[src/hw/rtl/gfdot_pkg.sv]
// gfdot_pkg: shared constants, types and the GF(2^8) multiply for the
// erasure-code dot product block. No dependencies.
`default_nettype none

package gfdot_pkg;

  // lane and row counts
  localparam int unsigned MAX_SOURCES = 8;
  localparam int unsigned MAX_OUTPUTS = 4;

  // field and register widths
  localparam int unsigned BYTE_W    = 8;
  localparam int unsigned SRC_W     = MAX_SOURCES * BYTE_W;
  localparam int unsigned CODED_W   = MAX_OUTPUTS * BYTE_W;
  localparam int unsigned NSRC_W    = 4;
  localparam int unsigned NOUT_W    = 3;
  localparam int unsigned CFG_IDX_W = 3;
  localparam int unsigned CFG_DAT_W = 64;
  localparam int unsigned ROW_IDX_W = 2;

  // reset values of the configuration registers
  localparam logic [NSRC_W-1:0] NSRC_RST = NSRC_W'(8);
  localparam logic [NOUT_W-1:0] NOUT_RST = NOUT_W'(4);
  localparam logic [BYTE_W-1:0] POLY_RST = BYTE_W'(8'h1D);

  // configuration register indexes
  typedef enum logic [CFG_IDX_W-1:0] {
    CFG_COEF_ROW0   = 3'd0,
    CFG_COEF_ROW1   = 3'd1,
    CFG_COEF_ROW2   = 3'd2,
    CFG_COEF_ROW3   = 3'd3,
    CFG_NUM_SOURCES = 3'd4,
    CFG_NUM_OUTPUTS = 3'd5,
    CFG_FIELD_POLY  = 3'd6
  } cfg_idx_e;

  // control passed from the pipeline control to the merge stage
  typedef struct packed {
    logic load;
    logic last;
  } stage_ctl_t;

  typedef logic [MAX_OUTPUTS-1:0][BYTE_W-1:0] row_bytes_t;

  // shift-and-reduce multiply, x^8 implied above poly
  function automatic logic [BYTE_W-1:0] gf_mul(input logic [BYTE_W-1:0] a,
                                               input logic [BYTE_W-1:0] b,
                                               input logic [BYTE_W-1:0] poly);
    logic [BYTE_W-1:0] acc;
    logic [BYTE_W-1:0] x;
    acc = '0;
    x   = a;
    for (int k = 0; k < BYTE_W; k++) begin
      if (b[k]) begin
        acc = acc ^ x;
      end
      if (x[BYTE_W-1]) begin
        x = {x[BYTE_W-2:0], 1'b0} ^ poly;
      end else begin
        x = {x[BYTE_W-2:0], 1'b0};
      end
    end
    return acc;
  endfunction

endpackage

`default_nettype wire

[src/hw/rtl/gfdot_lane.sv]
// gfdot_lane: one source lane, multiplies its byte by every row coefficient
// and registers the products. Depends on gfdot_pkg.
`default_nettype none

module gfdot_lane
  import gfdot_pkg::*;
(
  input  wire logic              clk_i,
  input  wire logic              en_i,
  input  wire logic [BYTE_W-1:0] src_i,
  input  wire row_bytes_t        coef_i,
  input  wire logic [BYTE_W-1:0] poly_i,
  output row_bytes_t             prod_o
);

  row_bytes_t prod_d;
  row_bytes_t prod_q;

  // one multiplier per output row
  always_comb begin
    for (int l = 0; l < MAX_OUTPUTS; l++) begin
      prod_d[l] = gf_mul(src_i, coef_i[l], poly_i);
    end
  end

  // product register
  always_ff @(posedge clk_i) begin
    if (en_i) begin
      prod_q <= prod_d;
    end
  end

  assign prod_o = prod_q;

endmodule

`default_nettype wire

[src/hw/rtl/gfdot_merge.sv]
// gfdot_merge: XORs the products of the active lanes per row, zeroes rows
// beyond the row count and holds the output register. Depends on gfdot_pkg.
`default_nettype none

module gfdot_merge
  import gfdot_pkg::*;
(
  input  wire logic                         clk_i,
  input  wire stage_ctl_t                   ctl_i,
  input  wire row_bytes_t [MAX_SOURCES-1:0] prod_i,
  input  wire logic [NSRC_W-1:0]            num_sources_i,
  input  wire logic [NOUT_W-1:0]            num_outputs_i,
  output logic [CODED_W-1:0]                coded_o,
  output logic                              last_o
);

  row_bytes_t sum_d;
  row_bytes_t sum_q;
  logic       last_q;

  // xor over active lanes, masked by row count
  always_comb begin
    for (int l = 0; l < MAX_OUTPUTS; l++) begin
      sum_d[l] = '0;
      for (int j = 0; j < MAX_SOURCES; j++) begin
        if (NSRC_W'(j) < num_sources_i) begin
          sum_d[l] = sum_d[l] ^ prod_i[j][l];
        end
      end
      if (!(NOUT_W'(l) < num_outputs_i)) begin
        sum_d[l] = '0;
      end
    end
  end

  // output register
  always_ff @(posedge clk_i) begin
    if (ctl_i.load) begin
      sum_q  <= sum_d;
      last_q <= ctl_i.last;
    end
  end

  assign coded_o = sum_q;
  assign last_o  = last_q;

endmodule

`default_nettype wire

[src/hw/rtl/gf256_erasure_code_dot_product.sv]
// gf256_erasure_code_dot_product: top level with configuration registers,
// eight product lanes, merge stage and pipeline control.
// Depends on gfdot_pkg, gfdot_lane and gfdot_merge.
//
//   channel   | direction | handshake               | payload
//   ----------+-----------+-------------------------+-----------------------------
//   in        | input     | in_valid_i / in_stall_o | source_bytes_i, end_of_chunk_i
//   out       | output    | out_valid_o/out_stall_i | coded_bytes_o, chunk_last_o
//   cfg       | input     | cfg_valid_i/cfg_ready_o | cfg_index_i, cfg_data_i
//
// one item per cycle sustained while the output is not stalled; each item passes from input
// transfer to a valid result through the lane product register, then the merge/output register
// reset clears the pipeline valid bits and loads the register defaults
// a stalled output holds; input stalls only while both stages are full
// configuration writes are always ready and take effect once registered
`default_nettype none

module gf256_erasure_code_dot_product
  import gfdot_pkg::*;
(
  input  wire logic                 clk_i,
  input  wire logic                 rst_ni,
  // input items
  input  wire logic                 in_valid_i,
  output logic                      in_stall_o,
  input  wire logic [SRC_W-1:0]     source_bytes_i,
  input  wire logic                 end_of_chunk_i,
  // result items
  output logic                      out_valid_o,
  input  wire logic                 out_stall_i,
  output logic [CODED_W-1:0]        coded_bytes_o,
  output logic                      chunk_last_o,
  // configuration writes
  input  wire logic                 cfg_valid_i,
  output logic                      cfg_ready_o,
  input  wire logic [CFG_IDX_W-1:0] cfg_index_i,
  input  wire logic [CFG_DAT_W-1:0] cfg_data_i
);

  // configuration registers
  logic [MAX_OUTPUTS-1:0][SRC_W-1:0] coef_d, coef_q;
  logic [NSRC_W-1:0]                 nsrc_d, nsrc_q;
  logic [NOUT_W-1:0]                 nout_d, nout_q;
  logic [BYTE_W-1:0]                 poly_d, poly_q;

  // pipeline control
  logic       s1_valid_d, s1_valid_q;
  logic       s2_valid_d, s2_valid_q;
  logic       s1_last_q;
  logic       s1_load, s2_free;
  stage_ctl_t merge_ctl;

  row_bytes_t [MAX_SOURCES-1:0] lane_coef;
  row_bytes_t [MAX_SOURCES-1:0] lane_prod;

  assign cfg_ready_o = 1'b1;

  // register write decode
  always_comb begin
    coef_d = coef_q;
    nsrc_d = nsrc_q;
    nout_d = nout_q;
    poly_d = poly_q;
    if (cfg_valid_i && cfg_ready_o) begin
      unique case (cfg_index_i) inside
        CFG_COEF_ROW0, CFG_COEF_ROW1, CFG_COEF_ROW2, CFG_COEF_ROW3: begin
          coef_d[cfg_index_i[ROW_IDX_W-1:0]] = cfg_data_i[SRC_W-1:0];
        end
        CFG_NUM_SOURCES: begin
          nsrc_d = cfg_data_i[NSRC_W-1:0];
        end
        CFG_NUM_OUTPUTS: begin
          nout_d = cfg_data_i[NOUT_W-1:0];
        end
        CFG_FIELD_POLY: begin
          poly_d = cfg_data_i[BYTE_W-1:0];
        end
        default: begin
          // index beyond the register list: write dropped
        end
      endcase
    end
  end

  always_ff @(posedge clk_i or negedge rst_ni) begin
    if (!rst_ni) begin
      coef_q <= '0;
      nsrc_q <= NSRC_RST;
      nout_q <= NOUT_RST;
      poly_q <= POLY_RST;
    end else begin
      coef_q <= coef_d;
      nsrc_q <= nsrc_d;
      nout_q <= nout_d;
      poly_q <= poly_d;
    end
  end

  // two-stage pipeline with per-stage valid
  assign s2_free         = !s2_valid_q || !out_stall_i;
  assign in_stall_o      = s1_valid_q && !s2_free;
  assign s1_load         = in_valid_i && !in_stall_o;
  assign merge_ctl.load  = s1_valid_q && s2_free;
  assign merge_ctl.last  = s1_last_q;
  assign s1_valid_d      = s1_load || (s1_valid_q && !merge_ctl.load);
  assign s2_valid_d      = merge_ctl.load || (s2_valid_q && out_stall_i);

  always_ff @(posedge clk_i or negedge rst_ni) begin
    if (!rst_ni) begin
      s1_valid_q <= 1'b0;
      s2_valid_q <= 1'b0;
    end else begin
      s1_valid_q <= s1_valid_d;
      s2_valid_q <= s2_valid_d;
    end
  end

  // end-of-chunk flag alongside the lane products
  always_ff @(posedge clk_i) begin
    if (s1_load) begin
      s1_last_q <= end_of_chunk_i;
    end
  end

  // product lanes
  for (genvar j = 0; j < MAX_SOURCES; j++) begin : g_lane
    for (genvar l = 0; l < MAX_OUTPUTS; l++) begin : g_coef
      assign lane_coef[j][l] = coef_q[l][BYTE_W*j +: BYTE_W];
    end

    gfdot_lane u_lane (
      .clk_i  (clk_i),
      .en_i   (s1_load),
      .src_i  (source_bytes_i[BYTE_W*j +: BYTE_W]),
      .coef_i (lane_coef[j]),
      .poly_i (poly_q),
      .prod_o (lane_prod[j])
    );
  end

  // merge and output register
  gfdot_merge u_merge (
    .clk_i         (clk_i),
    .ctl_i         (merge_ctl),
    .prod_i        (lane_prod),
    .num_sources_i (nsrc_q),
    .num_outputs_i (nout_q),
    .coded_o       (coded_bytes_o),
    .last_o        (chunk_last_o)
  );

  assign out_valid_o = s2_valid_q;

endmodule

`default_nettype wire

[config.mk]
export PLATFORM = sky130hd
export DESIGN_NAME = gf256_erasure_code_dot_product
export DESIGN_NICKNAME = d
export VERILOG_FILES = /design/src/hw/rtl/gfdot_pkg.sv /design/src/hw/rtl/gfdot_lane.sv /design/src/hw/rtl/gfdot_merge.sv /design/src/hw/rtl/gf256_erasure_code_dot_product.sv
export SDC_FILE = /design/constraint.sdc
export NUM_CORES = 2
export LEC_CHECK = 0
export ABC_CLOCK_PERIOD_IN_PS = 7400
export BUFFER_PORTS_ARGS = -buffer_cell sky130_fd_sc_hd__buf_2
export CAP_MARGIN = 10
export CELL_PAD_IN_SITES_DETAIL_PLACEMENT = 0
export CELL_PAD_IN_SITES_GLOBAL_PLACEMENT = 2
export CORE_MARGIN = 2
export CORE_UTILIZATION = 36
export DETAILED_ROUTE_END_ITERATION = 8
export PLACE_DENSITY_LB_ADDON = 0.1
export SLEW_MARGIN = 20
export SYNTH_ARGS = -nofsm -noshare
export SYNTH_HDL_FRONTEND = slang
export SYNTH_SLANG_ARGS = --single-unit
[constraint.sdc]
create_clock -name clk_i -period 7.4 [get_ports clk_i]
set_clock_uncertainty 0.05 [all_clocks]
set_input_delay 1.48 -clock clk_i [delete_from_list [all_inputs] [get_ports clk_i]]
set_output_delay 1.48 -clock clk_i [all_outputs]
set_load 0.01 [all_outputs]
# After elaboration in Yosys (flattened, before gate mapping)

Cells that the tools add are included.

Output and inout port bits: 36
Bits in registers: 563
Input port bits: 137

Multiplexer cells: 347
Reductions and logical operators: 20
Eq/ne operators: 6
Bitwise logic cells: 308
Order comparisons: 14

Operators by type and width:

| kind               | count |
|---|---|
| $mux 8             | 344 |
| $xor 8x8->8        | 308 |
| $bwmux 256         | 1 |
| $demux 64 s2       | 1 |
| $mux 64            | 1 |
| $lt 3x4->1 const A | 4 |
| $eq 3x3->1 const B | 3 |
| $lt 1x4->1 const A | 2 |
| $lt 2x4->1 const A | 2 |
| $reduce_and 2->1   | 4 |
| $eq 3x2->1 const B | 2 |
| $logic_and 1x1->1  | 6 |
| $lt 1x3->1 const A | 2 |
| $lt 2x3->1 const A | 2 |
| $logic_not 1->1    | 5 |
| $reduce_or 4->1    | 1 |
| $eq 3x1->1 const B | 1 |
| $logic_not 3->1    | 1 |
| $logic_or 1x1->1   | 3 |
| $lt 2x3->1 const B | 1 |
| $ge 2x1->1 const B | 1 |

# Logic depth before layout (Yosys ltp)

Depth after elaboration: 16
Depth in mapped cells: 19
Gate-level depth less buffers: 11

# Cells and area by module

From an unflattened synthesis, not the netlist that was laid out.

Cells, all modules: 7789
Area total of the unflattened synthesis: 64570.7 µm²

By module, submodules not included:

| module                         | seq. area each (µm²) | area an instance (µm²) | times used | cells an instance |
|---|---|---|---|---|
| gfdot_lane                     | 960.9                | 6129.6                 | 8          | 823 |
| gf256_erasure_code_dot_product | 6869.1               | 10780.3                | 1          | 588 |
| gfdot_merge                    | 991.0                | 4753.3                 | 1          | 617 |

# Worst setup path before layout

OpenSTA, ideal clock, no wires.

Kind: in2reg
Start: in out_stall_i
End: reg g_lane[0].u_lane.prod_q, in the netlist g_lane[0].u_lane.prod_o[0] (enable)
Cell stages on the path: 2
Path buffers: 0
Data arrival time: 7.425 ns
Slack: -0.726 ns
Cell sequence: nand3_1 > and2_1

Cells in the longest elaborated chain, start to end: 6

Ends and longest elaborated chain:

| item                      | RTL line                              | text |
|---|---|---|
| start, declared           | gf256_erasure_code_dot_product.sv:30  | `input wire logic out_stall_i,` |
| $logic_not 1->1           | gf256_erasure_code_dot_product.sv:100 | `assign s2_free = !s2_valid_q \|\| !out_stall_i;` |
| $logic_or 1x1->1          | gf256_erasure_code_dot_product.sv:100 |  |
| $logic_not 1->1           | gf256_erasure_code_dot_product.sv:101 | `assign in_stall_o = s1_valid_q && !s2_free;` |
| $logic_and 1x1->1         | gf256_erasure_code_dot_product.sv:101 |  |
| $logic_not 1->1           | gf256_erasure_code_dot_product.sv:102 | `assign s1_load = in_valid_i && !in_stall_o;` |
| $logic_and 1x1->1         | gf256_erasure_code_dot_product.sv:102 |  |
| net g_lane[0].u_lane.en_i | gfdot_lane.sv:9                       | `input wire logic en_i,` |
| end signal, assigned      | gfdot_lane.sv:29                      | `prod_q <= prod_d;` |
| end, declared             | gfdot_lane.sv:17                      | `row_bytes_t prod_q;` |

The timed path passes the listed nets, and every way through them passes these cells.
A chain may end at the register's enable or synchronous reset.

==> metrics.log <==
INFO  metric result_of_the_run = finished clean
INFO  metric path_max_fanout = 24
INFO  metric fp.dieArea = between 150000 and 200000 µm²
INFO  metric hold_slack = 0.387 ns
INFO  metric crit_arrival = 6.09 ns
INFO  metric die_width = 427 µm
INFO  metric cts.hold.buffers_added = 0
INFO  metric via_count = between 50000 and 60000
INFO  metric initial_core_util = a little over a third
INFO  metric worst_setup_path_start_kind = flop
INFO  metric cts_buf_count = 76
INFO  metric synthesis.yosys.warnings = 0
INFO  metric final_hold_vios = 0
INFO  metric fraction_of_layout_instances_using_a_drive_strength_above_1 = 11.7%
INFO  metric maxSlewViolCount = 0
INFO  metric cts_num_sinks = roughly 560
INFO  metric synth-main-ff-cell = sky130_fd_sc_hd__edfxtp_1
INFO  metric totalNegativeSetupSlack = 0 ns
INFO  metric crit-reg2reg-launch = poly_q[4]
INFO  metric htreeDepth = 3
INFO  metric area_of_the_mapped_netlist = approximately 64000 µm²
INFO  metric post-synth-top-area-fraction = 21.6%
INFO  metric path_class = flop to flop
INFO  metric ant_nets = 0
INFO  metric count_of_buffers_from_port_buffering = 171
INFO  metric detail_route.wl_per_cell = 27.1 µm
INFO  metric timing.final.setup_violations = 0
INFO  metric detailedRoute.firstPassIterationCount = 5
INFO  metric timing.fmax = ~0.18 GHz
INFO  metric max-cap-violations = 0
INFO  metric design.portCount = 173
INFO  metric post-synth-top-count-cell = sky130_fd_sc_hd__nand2_1
INFO  metric grt_setup_unrepaired = no
INFO  metric vias_per_cell = 5.49
INFO  metric post-route-drc-count = 0
INFO  metric finalWorstPathRequiredPeriod = 5.69 ns
INFO  metric cts_tree = yes
INFO  metric syn-mean-instance-area = 7.99 µm²
INFO  metric design.final.nets = 7860
INFO  metric critical_path_required = 7.81 ns
INFO  metric vdd_drop_max = 225 µV
INFO  metric clk_path_buf_depth = 3
INFO  metric maximum_number_of_pins_on_one_net_before_global_route_repair = 169
INFO  metric hold_class = flop to flop
INFO  metric postSynthNetCount = roughly 8000
INFO  metric vias_in_the_first_global_route = 52700
INFO  metric cts_root_buf = sky130_fd_sc_hd__clkbuf_16
INFO  metric synth.ff_latch_count = about 560
INFO  metric design.core.area = 178000 µm²
INFO  metric xor_xnor_fraction_of_synth_area = 32.0%
INFO  metric die-height = 427 µm
INFO  metric timing.hold.worst.start = s1_last_q
INFO  metric synth-seq-area-share = 24.2%
INFO  metric synth_area_leader_cell = sky130_fd_sc_hd__xnor2_1
INFO  metric synth_enable_flop_cells = 290
INFO  metric post_synth_num_cell_types = 87
INFO  metric worst_skew_pair.late_latency = 0.73 ns
INFO  metric gpl.final_weighted_congestion = ~0.9
INFO  metric max_slew_margin = about a quarter
INFO  metric cts.repair_timing.setup_buffer_count = 0
INFO  metric grt_overflow = 0
INFO  metric transition_time_at_the_pin_with_the_least_slew_margin = 1.13 ns
INFO  metric initial_antenna_violation_count = 21
INFO  metric gr-usage-all-layers = roughly 30%
INFO  metric period_share = 76.9%
INFO  metric synth_compound_gate_area_share = 14.1%
INFO  metric muxShareOfSynthArea = 4.83%
INFO  metric post_synth_main_area_contributors = sky130_fd_sc_hd__xnor2_1 (22%), sky130_fd_sc_hd__edfxtp_1 (14%), sky130_fd_sc_hd__nand2_1 (12%)
INFO  metric synth_simple_gate_area_share = 20.2%
INFO  metric synth.cells.most_frequent = sky130_fd_sc_hd__nand2_1 (2048), sky130_fd_sc_hd__xnor2_1 (1588), sky130_fd_sc_hd__clkbuf_1 (518)
INFO  metric area.growth.synth_to_final = 7.18%
INFO  metric synth_fa_ha_area_share = 0%
INFO  metric leakage = about 25 nW
INFO  metric critical_path_endpoint_category = flop
INFO  metric cts_repair_resize_count = 0
INFO  metric initialDrtViolationCount = 5373
INFO  metric synth_top_family_by_area = XOR/XNOR gates
INFO  metric row_count = 155
INFO  metric powerDensity = 642 nW/µm²
INFO  metric setup.reg_to_reg.worst_slack = 1.71 ns
INFO  metric dp_wirelength = 204 mm
INFO  metric wirelength = roughly 270 mm
INFO  metric grt_pass1_wl = around 390 mm
INFO  metric critPathLaunch = poly_q[4]
INFO  metric synth-async-reset-ratio = 48.5%
INFO  metric postSynthCellCount = 8048
INFO  metric clkSlewWorstSetupHoldPaths = 0.06 ns
==> report_power, final <==
part	internal [mW]	switching [mW]
sequential	5.90	2.11
combinational	13.3	19.2
clock	2.18	1.65
==> worst max-delay path: stages (launching register included) <==
cell	delay, ns
sky130_fd_sc_hd__dfstp_4	0.91
sky130_fd_sc_hd__nand2b_1	0.56
sky130_fd_sc_hd__buf_4	0.45
sky130_fd_sc_hd__a21oi_1	0.32
sky130_fd_sc_hd__o31ai_1	0.15
sky130_fd_sc_hd__a2111oi_2	0.43
sky130_fd_sc_hd__o211ai_1	0.19
sky130_fd_sc_hd__a211oi_2	0.90
sky130_fd_sc_hd__o21ai_1	0.19
sky130_fd_sc_hd__xnor2_1	0.16
sky130_fd_sc_hd__buf_4	0.21
sky130_fd_sc_hd__or4_1	0.52
sky130_fd_sc_hd__a31oi_1	0.20
sky130_fd_sc_hd__o211ai_1	0.13
==> state kept, by name, summed over array words and instances (netlist names) <==
register,count
coef_q,256
g_lane.u_lane.prod_o,256
nout_q,3
nsrc_q,4
out_valid_o,1
poly_q,8
s1_last_q,1
s1_valid_q,1
u_merge.coded_o,32
u_merge.last_o,1
==> kinds of logic (layout without fill, tap and decap cells) <==
family,after synthesis,in the layout
AOI/OAI and AO/OA,1352,1352
buffers and inverters,731,470
muxes,276,276
DFF,563,563
other,1,12
and+or+nand+nor,3006,3006
xor gates and xnor gates,2119,2119
==> final timing paths <==
path	cells past startpoint	end
min reg2reg	0	u_merge.last_o
min in group asynchronous	1	coef_q[241]
max in group asynchronous	2	coef_q[24]
min	0	u_merge.last_o
max reg2reg	13	g_lane[1].u_lane.prod_o[7]
max	13	g_lane[1].u_lane.prod_o[7]
==> per-stage QoR <==
| step | cell area [µm²] | power (mW) | utilization (%) | setup slack (ns) | cells |
|---|---|---|---|---|---|
| 2_1_floorplan | 64300 | 30.3 | - | 2.17 | 8048 |
| 4_1_cts | 68900 | 44.2 | 38.7 | 1.70 | 10100 |
| 3_5_place_dp | 66300 | 40.1 | 37.2 | 1.08 | 9999 |
| 6_report | 68900 | 44.3 | 38.7 | 1.71 | 10200 |
| 5_1_grt | 68900 | 46.8 | 38.7 | 1.37 | 10100 |
| 3_3_place_gp | 66300 | 40.1 | 37.2 | 1.17 | 9999 |
==> layout make-up <==
cell class	instances	area, µm²
Tap cell	2355	2950
Timing Repair Buffer	282	1820
Clock inverter	45	407
Antenna cell	11	27.5
Multi-Input combinational cell	6754	45800
Clock buffer	97	2140
Inverter	46	175
Sequential cell	563	15600
Fill cell	18300	109000
==> cells in the final DEF (no fill, tap or decap), types with 36 or more instances in the layout <==
cell type                   count
sky130_fd_sc_hd__a21o_1        44
sky130_fd_sc_hd__dfrtp_1      263
sky130_fd_sc_hd__mux2_2       264
sky130_fd_sc_hd__and3_1        76
sky130_fd_sc_hd__nand2_1     2044
sky130_fd_sc_hd__nor2_1       189
sky130_fd_sc_hd__xor2_1       362
sky130_fd_sc_hd__nand2b_1      36
sky130_fd_sc_hd__a22o_1        43
sky130_fd_sc_hd__a21oi_1      197
sky130_fd_sc_hd__clkbuf_16     79
sky130_fd_sc_hd__nand3b_1      65
sky130_fd_sc_hd__nand3_1      321
sky130_fd_sc_hd__buf_2        170
sky130_fd_sc_hd__a32oi_1       38
sky130_fd_sc_hd__xnor2_2       53
sky130_fd_sc_hd__xnor3_1       88
sky130_fd_sc_hd__o21ai_1       78
sky130_fd_sc_hd__xnor2_1     1587
sky130_fd_sc_hd__a31oi_1       50
sky130_fd_sc_hd__buf_4        101
sky130_fd_sc_hd__o211ai_1      66
sky130_fd_sc_hd__o21a_1        59
sky130_fd_sc_hd__edfxtp_1     290
sky130_fd_sc_hd__nor3_1        61
sky130_fd_sc_hd__o21ai_0      447
sky130_fd_sc_hd__inv_1         40
==> per-layer routing <==
metal  GRT usage (%)  vias up  routed length, µm
met3            3.28      296              12500
met1            42.2    27600             129000
met2            46.3     1540             124000
met4            9.06        8               8970
li1                -    26400                  -
met5               0        -                 54
No activity file was read; power rests on OpenSTA's default activity.
